==> config.mk <==
export PLATFORM = sky130hd
export DESIGN_NAME = tbmx_ctrl
export DESIGN_NICKNAME = d
export VERILOG_FILES = /design/src/sv/tbmx_pkg.sv /design/src/sv/tbmx_ctrl.sv
export SDC_FILE = /design/constraint.sdc
export NUM_CORES = 1
export LEC_CHECK = 0
export BUFFER_PORTS_ARGS = -buffer_cell sky130_fd_sc_hd__buf_2
export CORE_MARGIN = 2
export CORE_UTILIZATION = 30
export DETAILED_ROUTE_END_ITERATION = 10
export PLACE_DENSITY = 0.47
export SYNTH_ARGS = -nofsm -noshare
export SYNTH_HDL_FRONTEND = slang
export SYNTH_SLANG_ARGS = --single-unit
==> constraint.sdc <==
create_clock -name clk -period 5.1 [get_ports clk]
set_input_delay 0.51 -clock clk [delete_from_list [all_inputs] [get_ports clk]]
set_output_delay 0.51 -clock clk [all_outputs]
set_load 0.01 [all_outputs]
==> src/sv/tbmx_pkg.sv <==
package tbmx_pkg;

	localparam int KEY_BITS   = 20;
	localparam int NODE_COUNT = 2048;
	localparam int NODE_W     = $clog2(NODE_COUNT);
	localparam int CNT_W      = $clog2(NODE_COUNT) + 1;
	localparam int LVL_W      = $clog2(KEY_BITS);

	typedef logic [NODE_W-1:0] node_t;
	typedef logic [CNT_W-1:0]  cnt_t;
	typedef logic [LVL_W-1:0]  lvl_t;

	typedef enum logic [1:0] {
		MODE_INSERT = 2'd0,
		MODE_REMOVE = 2'd1,
		MODE_QUERY  = 2'd2,
		MODE_NONE   = 2'd3
	} mode_t;

	typedef enum logic [1:0] {
		ST_OK     = 2'd0,
		ST_EMPTY  = 2'd1,
		ST_ABSENT = 2'd2,
		ST_FULL   = 2'd3
	} status_t;

	typedef enum logic [7:0] {
		S_IDLE = 8'b0000_0001,
		S_RD   = 8'b0000_0010,
		S_EV   = 8'b0000_0100,
		S_POP  = 8'b0000_1000,
		S_ALW  = 8'b0001_0000,
		S_CLR  = 8'b0010_0000,
		S_UP   = 8'b0100_0000,
		S_OUT  = 8'b1000_0000
	} state_t;

	typedef struct packed {
		node_t child1;
		node_t child0;
	} link_t;

	typedef struct packed {
		logic  rd_en;
		node_t rd_addr;
		logic  wr_en;
		node_t wr_addr;
		link_t wr_data;
	} link_req_t;

	typedef struct packed {
		logic  pop;
		logic  push;
		node_t push_node;
	} stk_req_t;

	typedef struct packed {
		logic [KEY_BITS-1:0] xor_result;
		status_t             status;
	} res_t;

	function automatic node_t get_child(link_t l, logic b);
		return b ? l.child1 : l.child0;
	endfunction

	function automatic link_t set_child(link_t l, logic b, node_t n);
		link_t r;
		r = l;
		if (b) begin
			r.child1 = n;
		end else begin
			r.child0 = n;
		end
		return r;
	endfunction

endpackage

==> src/sv/tbmx_ctrl.sv <==
module tbmx_ctrl (
	input  logic                clk,
	input  logic                arst_n,
	input  logic                in_valid,
	output logic                in_ready,
	input  tbmx_pkg::mode_t     in_mode,
	input  logic [19:0]         in_key,
	output logic                res_valid,
	input  logic                res_ready,
	output tbmx_pkg::res_t      res,
	output tbmx_pkg::link_req_t lreq,
	input  tbmx_pkg::link_t     lrdata,
	output tbmx_pkg::stk_req_t  sreq,
	input  tbmx_pkg::node_t     fresh,
	input  tbmx_pkg::cnt_t      free_count
);
	import tbmx_pkg::*;

	state_t              state_q;
	mode_t               mode_q;
	logic [KEY_BITS-1:0] key_q;
	lvl_t                lvl_q;
	node_t               cur_q;
	link_t               cur_links_q;
	logic [KEY_BITS-1:0] acc_q;
	status_t             status_q;
	link_t               root_q;
	node_t               path_q [KEY_BITS];
	link_t               plinks_q [KEY_BITS];

	link_t links;
	logic  kb;
	node_t nx_same;
	node_t nx_opp;
	logic  last_lvl;
	node_t parent;
	link_t up_links;
	cnt_t  need;

	assign links    = (cur_q == '0) ? root_q : lrdata;
	assign kb       = key_q[lvl_q];
	assign nx_same  = get_child(links, kb);
	assign nx_opp   = get_child(links, !kb);
	assign last_lvl = lvl_q == '0;
	assign parent   = path_q[lvl_q];
	assign up_links = set_child(plinks_q[lvl_q], kb, '0);
	assign need     = CNT_W'(lvl_q) + 1'b1;

	assign in_ready       = state_q == S_IDLE;
	assign res_valid      = state_q == S_OUT;
	assign res.xor_result = acc_q;
	assign res.status     = status_q;

	always_comb begin
		lreq         = '0;
		lreq.rd_addr = cur_q;
		sreq         = '0;
		sreq.push_node = cur_q;
		case (state_q)
			S_RD: lreq.rd_en = 1'b1;
			S_POP: sreq.pop = 1'b1;
			S_ALW: begin
				lreq.wr_en   = 1'b1;
				lreq.wr_addr = cur_q;
				lreq.wr_data = set_child(cur_links_q, kb, fresh);
			end
			S_CLR: begin
				lreq.wr_en   = 1'b1;
				lreq.wr_addr = cur_q;
			end
			S_UP: begin
				lreq.wr_en   = 1'b1;
				lreq.wr_addr = parent;
				lreq.wr_data = up_links;
				sreq.push    = 1'b1;
			end
			default: ;
		endcase
	end

	always_ff @(posedge clk) begin
		if (state_q == S_EV && mode_q == MODE_REMOVE && nx_same != '0) begin
			path_q[lvl_q]   <= cur_q;
			plinks_q[lvl_q] <= links;
		end
	end

	always_ff @(posedge clk or negedge arst_n) begin
		if (!arst_n) begin
			state_q     <= S_IDLE;
			mode_q      <= MODE_INSERT;
			key_q       <= '0;
			lvl_q       <= '0;
			cur_q       <= '0;
			cur_links_q <= '0;
			acc_q       <= '0;
			status_q    <= ST_OK;
			root_q      <= '0;
		end else begin
			case (state_q)
				S_IDLE: if (in_valid) begin
					mode_q   <= in_mode;
					key_q    <= in_key;
					lvl_q    <= LVL_W'(KEY_BITS - 1);
					cur_q    <= '0;
					acc_q    <= '0;
					status_q <= ST_OK;
					if (in_mode == MODE_NONE) begin
						state_q <= S_OUT;
					end else if (in_mode == MODE_QUERY && root_q == '0) begin
						status_q <= ST_EMPTY;
						state_q  <= S_OUT;
					end else begin
						state_q <= S_RD;
					end
				end
				S_RD: state_q <= S_EV;
				S_EV: begin
					case (mode_q)
						MODE_INSERT: begin
							if (nx_same != '0) begin
								cur_q <= nx_same;
								lvl_q <= lvl_q - 1'b1;
								state_q <= last_lvl ? S_OUT : S_RD;
							end else if (need > free_count) begin
								status_q <= ST_FULL;
								state_q  <= S_OUT;
							end else begin
								cur_links_q <= links;
								state_q     <= S_POP;
							end
						end
						MODE_REMOVE: begin
							if (nx_same == '0) begin
								status_q <= ST_ABSENT;
								state_q  <= S_OUT;
							end else begin
								cur_q <= nx_same;
								if (last_lvl) begin
									state_q <= S_UP;
								end else begin
									lvl_q   <= lvl_q - 1'b1;
									state_q <= S_RD;
								end
							end
						end
						default: begin
							if (nx_opp != '0) begin
								acc_q[lvl_q] <= 1'b1;
								cur_q        <= nx_opp;
								lvl_q        <= lvl_q - 1'b1;
								state_q      <= last_lvl ? S_OUT : S_RD;
							end else if (nx_same != '0) begin
								cur_q   <= nx_same;
								lvl_q   <= lvl_q - 1'b1;
								state_q <= last_lvl ? S_OUT : S_RD;
							end else begin
								state_q <= S_OUT;
							end
						end
					endcase
				end
				S_POP: state_q <= S_ALW;
				S_ALW: begin
					if (cur_q == '0) begin
						root_q <= set_child(cur_links_q, kb, fresh);
					end
					cur_q       <= fresh;
					cur_links_q <= '0;
					if (last_lvl) begin
						state_q <= S_CLR;
					end else begin
						lvl_q   <= lvl_q - 1'b1;
						state_q <= S_POP;
					end
				end
				S_CLR: state_q <= S_OUT;
				S_UP: begin
					// The parent stays when it is the root or still has a child.
					if (parent == '0) begin
						root_q <= up_links;
					end
					cur_q <= parent;
					if (parent == '0 || up_links != '0 || lvl_q == LVL_W'(KEY_BITS - 1)) begin
						state_q <= S_OUT;
					end else begin
						lvl_q <= lvl_q + 1'b1;
					end
				end
				S_OUT: if (res_ready) begin
					state_q <= S_IDLE;
				end
				default: state_q <= S_IDLE;
			endcase
		end
	end

	a_onehot: assert property (@(posedge clk) disable iff (!arst_n)
		$onehot(state_q)) else $error("state register not one-hot");
	a_acc_query: assert property (@(posedge clk) disable iff (!arst_n)
		(res_valid && mode_q != MODE_QUERY) |-> acc_q == '0)
		else $error("nonzero xor result for a non-query transaction");
	a_pop_room: assert property (@(posedge clk) disable iff (!arst_n)
		sreq.pop |-> free_count != '0) else $error("allocation with empty pool");

endmodule

# == Word level (Yosys, flattened, before mapping) ==
# Memory sizes are Yosys's and may differ from the RTL's.
# Index checks and enable logic that the tools add are counted.
# totals
wordCells,143
ramBits,660
n_memories,2
ff_bits,112
input_bits,71
out_inout_bits,83
# classes
muxes,66
magnitude_cmp,3
eq_ne,28
n_bitwise,1
n_reduce_logical,29
add_sub_neg,3
# mem_list
memory,depth,word_bits,read_ports,rd_clocked_by_memory_dff,wr,line_no,rtl
plinks_q,20,22,1,0,1,tbmx_ctrl.sv:29,link_t plinks_q [KEY_BITS];
path_q,20,11,1,0,1,tbmx_ctrl.sv:28,node_t path_q [KEY_BITS];
# ops
operator,n
22-bit 2-to-1 mux,6
22-bit one-hot mux with 2 select lines,3
11-bit 2-to-1 mux,10
8-bit 2-to-1 mux,11
8-bit one-hot mux with 8 select lines,1
20-bit 2-to-1 mux,3
11-bit one-hot mux with 4 select lines,1
20-bit one-hot mux with 2 select lines,1
11-bit logical NOT,3
5-bit 2-to-1 mux,6
12-bit one-hot mux with 2 select lines,1
22-bit logical NOT,1
11-bit one-hot mux with 2 select lines,1
11-bit nonzero test,2
22-bit nonzero test,1
20-bit bitwise OR,1
5-bit one-hot mux with 4 select lines,1
"2-bit inequality test, second input constant",8
8-bit one-hot mux with 2 select lines,1
6-bit by 12-bit > comparator with 1-bit output,1
4-bit AND reduction,3
5-bit one-hot mux with 2 select lines,1
1-bit 2-to-1 mux,9
"3-bit inequality test, second input constant",3
35 further kinds,51

# == Logic depth before layout (Yosys ltp) ==
# logic_depth
word_depth,8
ltp_mapped,18
depth_no_buf,11

# == Worst setup path before layout ==
# OpenSTA, ideal clock, no wires.
# synth_timing
path_type,flip-flop to flip-flop
start,reg lvl_q[0]
end,mem path_q[10][0] in the netlist's numbering (enable)
stages_incl_launch_ff,10
path_slack_ns,0.979
synth_period_minus_slack_ns,4.121
setup_ns,0.423
path_buffers,2
t_arrival_ns,3.698
t_required_ns,4.677
cell_sequence,dfrtp_1 -> buf_6 -> mux4_2 -> a22oi_1 -> nand2_1 -> mux2i_1 -> clkbuf_1 -> nor3_1 -> nand2_1 -> nor2_1
# synth_between
elab_chain_len,7
# synth_rtl
item,line_no,rtl
"start, declared",tbmx_ctrl.sv:22,lvl_t lvl_q;
"start signal, assigned",tbmx_ctrl.sv:104,lvl_q <= LVL_W'(KEY_BITS - 1);
"start signal, assigned",tbmx_ctrl.sv:123,lvl_q <= lvl_q - 1'b1;
"start signal, assigned",tbmx_ctrl.sv:142,lvl_q <= lvl_q - 1'b1;
1-bit binary-select mux with 5-bit select,tbmx_ctrl.sv:41,assign kb = key_q[lvl_q];
1-bit 2-to-1 mux (implied by the code),tbmx_ctrl.sv:41,
11-bit 2-to-1 mux,tbmx_pkg.sv:63,return b ? l.child1 : l.child0;
11-bit nonzero test,tbmx_ctrl.sv:82,if (state_q == S_EV && mode_q == MODE_REMOVE && nx_same != '0) begin
1-bit logical AND,tbmx_ctrl.sv:82,
1-bit 2-to-1 mux,tbmx_ctrl.sv:82,
1-bit 2-to-1 mux (implied by the code),tbmx_ctrl.sv:83,path_q[lvl_q] <= cur_q;
"end, declared",tbmx_ctrl.sv:28,
# Several ways; a longest one is shown, not always the timed one. The select of a mux whose other input is x is not followed.

==> metrics <==
post-synth net total=2,222; sequential area share after synthesis=69.4%; Max stage delay on crit path=0.92 ns; CTS sink cnt=772; CP Class=flop to output port; total chip power=0.0213 W; num rows=120; Global Route Usage Sum=19.6%; Die Y=334 microns; Chip Width=334 microns; worst vdd ir=0.373 mV; CP Max Fanout=41; first-pass GRT wire length=156 mm; status=finished, violations left; Antenna Violating Nets Remaining=0; Routability Congestion=0.897; length of routed met3 wiring=6.34 mm; mux cell area share after synthesis=12.6%; main combinational cell family by area after synthesis=multiplexers; setup ws final=0.461 ns; adder-cell area share of the yosys netlist=0.422%; Layout area overhead=17.4%; vias in the first global route=20,700; Iter 0 DRT Violations=2,052; period utilization=91.0%; Starting Density=30.4%; largest net degree at the start of global routing=76; Worst Tran Pin Value=1.48 ns; post-CTS sizing=0; insertion delay to the later sink of the worst-skew pair=0.66 ns; EDFF count, synth=660; Final setup viols=0; highest routed metal layer=met4; TritonCTS clock tree=done; crit path max-delay cell type=dfrtp_4; vias per cell=5.40; fin util=35.6%; Post-Place Setup Slack=0.518 ns; Netlist cell types=83; Pwr Density=558 nW/um^2; synthesized area per cell=15.2 sq um; wl on met1=48.3 mm; final clock skew=0.0332 ns; Synth Area in Simple Gates=6.63%; Worst-path clk slew=0.06 ns; Max Root-Sink Buffers=3; DR pass1 iterations=6; initial antenna violation count=7; static leakage=14.7 nW; Post-Synthesis Cells=2,140; CP required=4.59 ns; Critical Path Sink Type=output port; top_reg_cell synth=edfxtp_1; final wirelength=110 mm; layout cells sized above 1=21.3%; Vias=20,700; CTS H-tree depth=3; relative slew slack=-0.254%; Worst Path Arrival=4.13 ns; # Post-CTS Setup Buffers=0; I/O Buffers=153; CTS buffer count=84; Fill cells=10,200; routed len/inst=28.7 microns; Slew Viols, Final=1; Die ar.=111,000 sq um; DP Wirelength=73.2 mm; Tmin final=4.64 ns; Final Hold Vio Count=0; yosys warns=0; critical path cell sequence=nand3b_1 -> o22ai_1 -> nor3_1 -> o21ai_1 -> a22oi_1 -> o21ai_0 -> buf_2; fin nets=2,446; core area=107,000 sq um; commonest non-fill, non-tap cell in the layout=edfxtp_1; RSZ-0062 raised after global routing=false; CTS hold repair buffers=0; async set-reset flop share out of synthesis=14.5%; max_cap viols=1; Synth Area in XOR/XNOR=0.188%; setup TNS=0 ns; Hold WC Path Type=primary input to async pin; violated checks=capacitance limit, slew limit; synthesized cell area=32,600 sq um; DRC viols=0; crit start category=flop; clk root buf=clkbuf_16; fmax=216 MHz; Compound-Gate Fraction of Synth Area=8.05%; commonest cells after routing, fill and taps aside=660 x edfxtp_1, 222 x mux2i_1, 204 x nand2_1, 152 x buf_2, 111 x buf_4; Ports=154; WL met2=51.0 mm; Remaining Overflow, GRT=0; Yosys reg bits=772
synth_stat cells (21+ instances only):
cell type,count,share of area [%]
a21oi_1,59,0.91
nand2_1,205,2.4
nor3_1,23,0.35
dfrtp_1,111,8.5
clkbuf_1,61,0.70
mux4_2,78,5.4
nand3_1,43,0.66
mux2i_1,222,6.8
buf_4,21,0.48
a31oi_1,29,0.56
inv_1,34,0.39
edfxtp_1,660,61
nor2_1,100,1.2
a211oi_1,24,0.55
o21ai_0,84,1.3
buf_2,28,0.43
o22ai_1,68,1.3
sequential cells by signal, summed over array words and instances, names as in the netlist:
signal / cells
path_q: 220
key_q: 20
lvl_q: 5
cur_links_q: 22
mode_q: 2
status_q: 2
acc_q: 20
state_q: 8
root_q: 22
plinks_q: 440
cur_q: 11
layout make-up:
type,instances,area [sq um],area share [%]
inverter,35,131,0.343
multi-input combinational,1191,9230,24.1
sequential,772,22600,59.2
clock buffer,121,2300,6.02
timing repair buffer,280,1930,5.06
antenna,1,2.50,0.00654
clock inverter,31,273,0.713
tap,1403,1760,4.59
through the flow:
stage	std cells	hold WS [ns]	cell area, sq um
5_1_grt	3834	0.0413	38300
2_1_floorplan	2140	0.214	32600
3_5_place_dp	3681	0.467	35700
6_report	3834	0.0305	38300
3_3_place_gp	3681	0.466	35700
4_1_cts	3833	0.0141	38300
path summary, 6_finish.rpt:
path	startpoint	to	slack, ns	depth (start not counted)
max	lvl_q[0]	lreq[17]	0.46	7
min	arst_n	acc_q[10]	0.03	1
max reg2reg	lvl_q[4]	lvl_q[3]	0.51	10
min reg2reg	key_q[14]	key_q[14]	0.49	2
max in group asynchronous	arst_n	root_q[12]	3.89	2
min in group clk	in_key[8]	key_q[8]	0.04	3
worst max-delay path, delay by kind of cell, from the launching register on:
kind	cells	cell delay (ns)
buf+inv	1	0.21
flops	1	0.92
simple gates	2	0.72
compound gates	4	1.60
routing by layer:
| layer | vias to the layer above | track usage, % |
|---|---|---|
| met4 | 0 | 7.80 |
| met2 | 820 | 31.3 |
| li1 | 8825 | - |
| met3 | 186 | 3.10 |
| met1 | 10900 | 26.6 |
| met5 | - | 0 |
power breakdown:
part	internal [W]	switching, W
combinational	0.00187	0.00486
sequential	0.00845	0.000343
clock	0.00334	0.00249
logic make-up (layout without fill, tap and decap cells):
kind of cell,Yosys count,in the layout
compound gates,398,398
buf+inv,177,467
fa+ha+maj,11,11
simple gates,465,465
mux,310,310
other cells,0,1
flops,772,772
xor+xnor,7,7
Power figures use the tool's default switching activity.
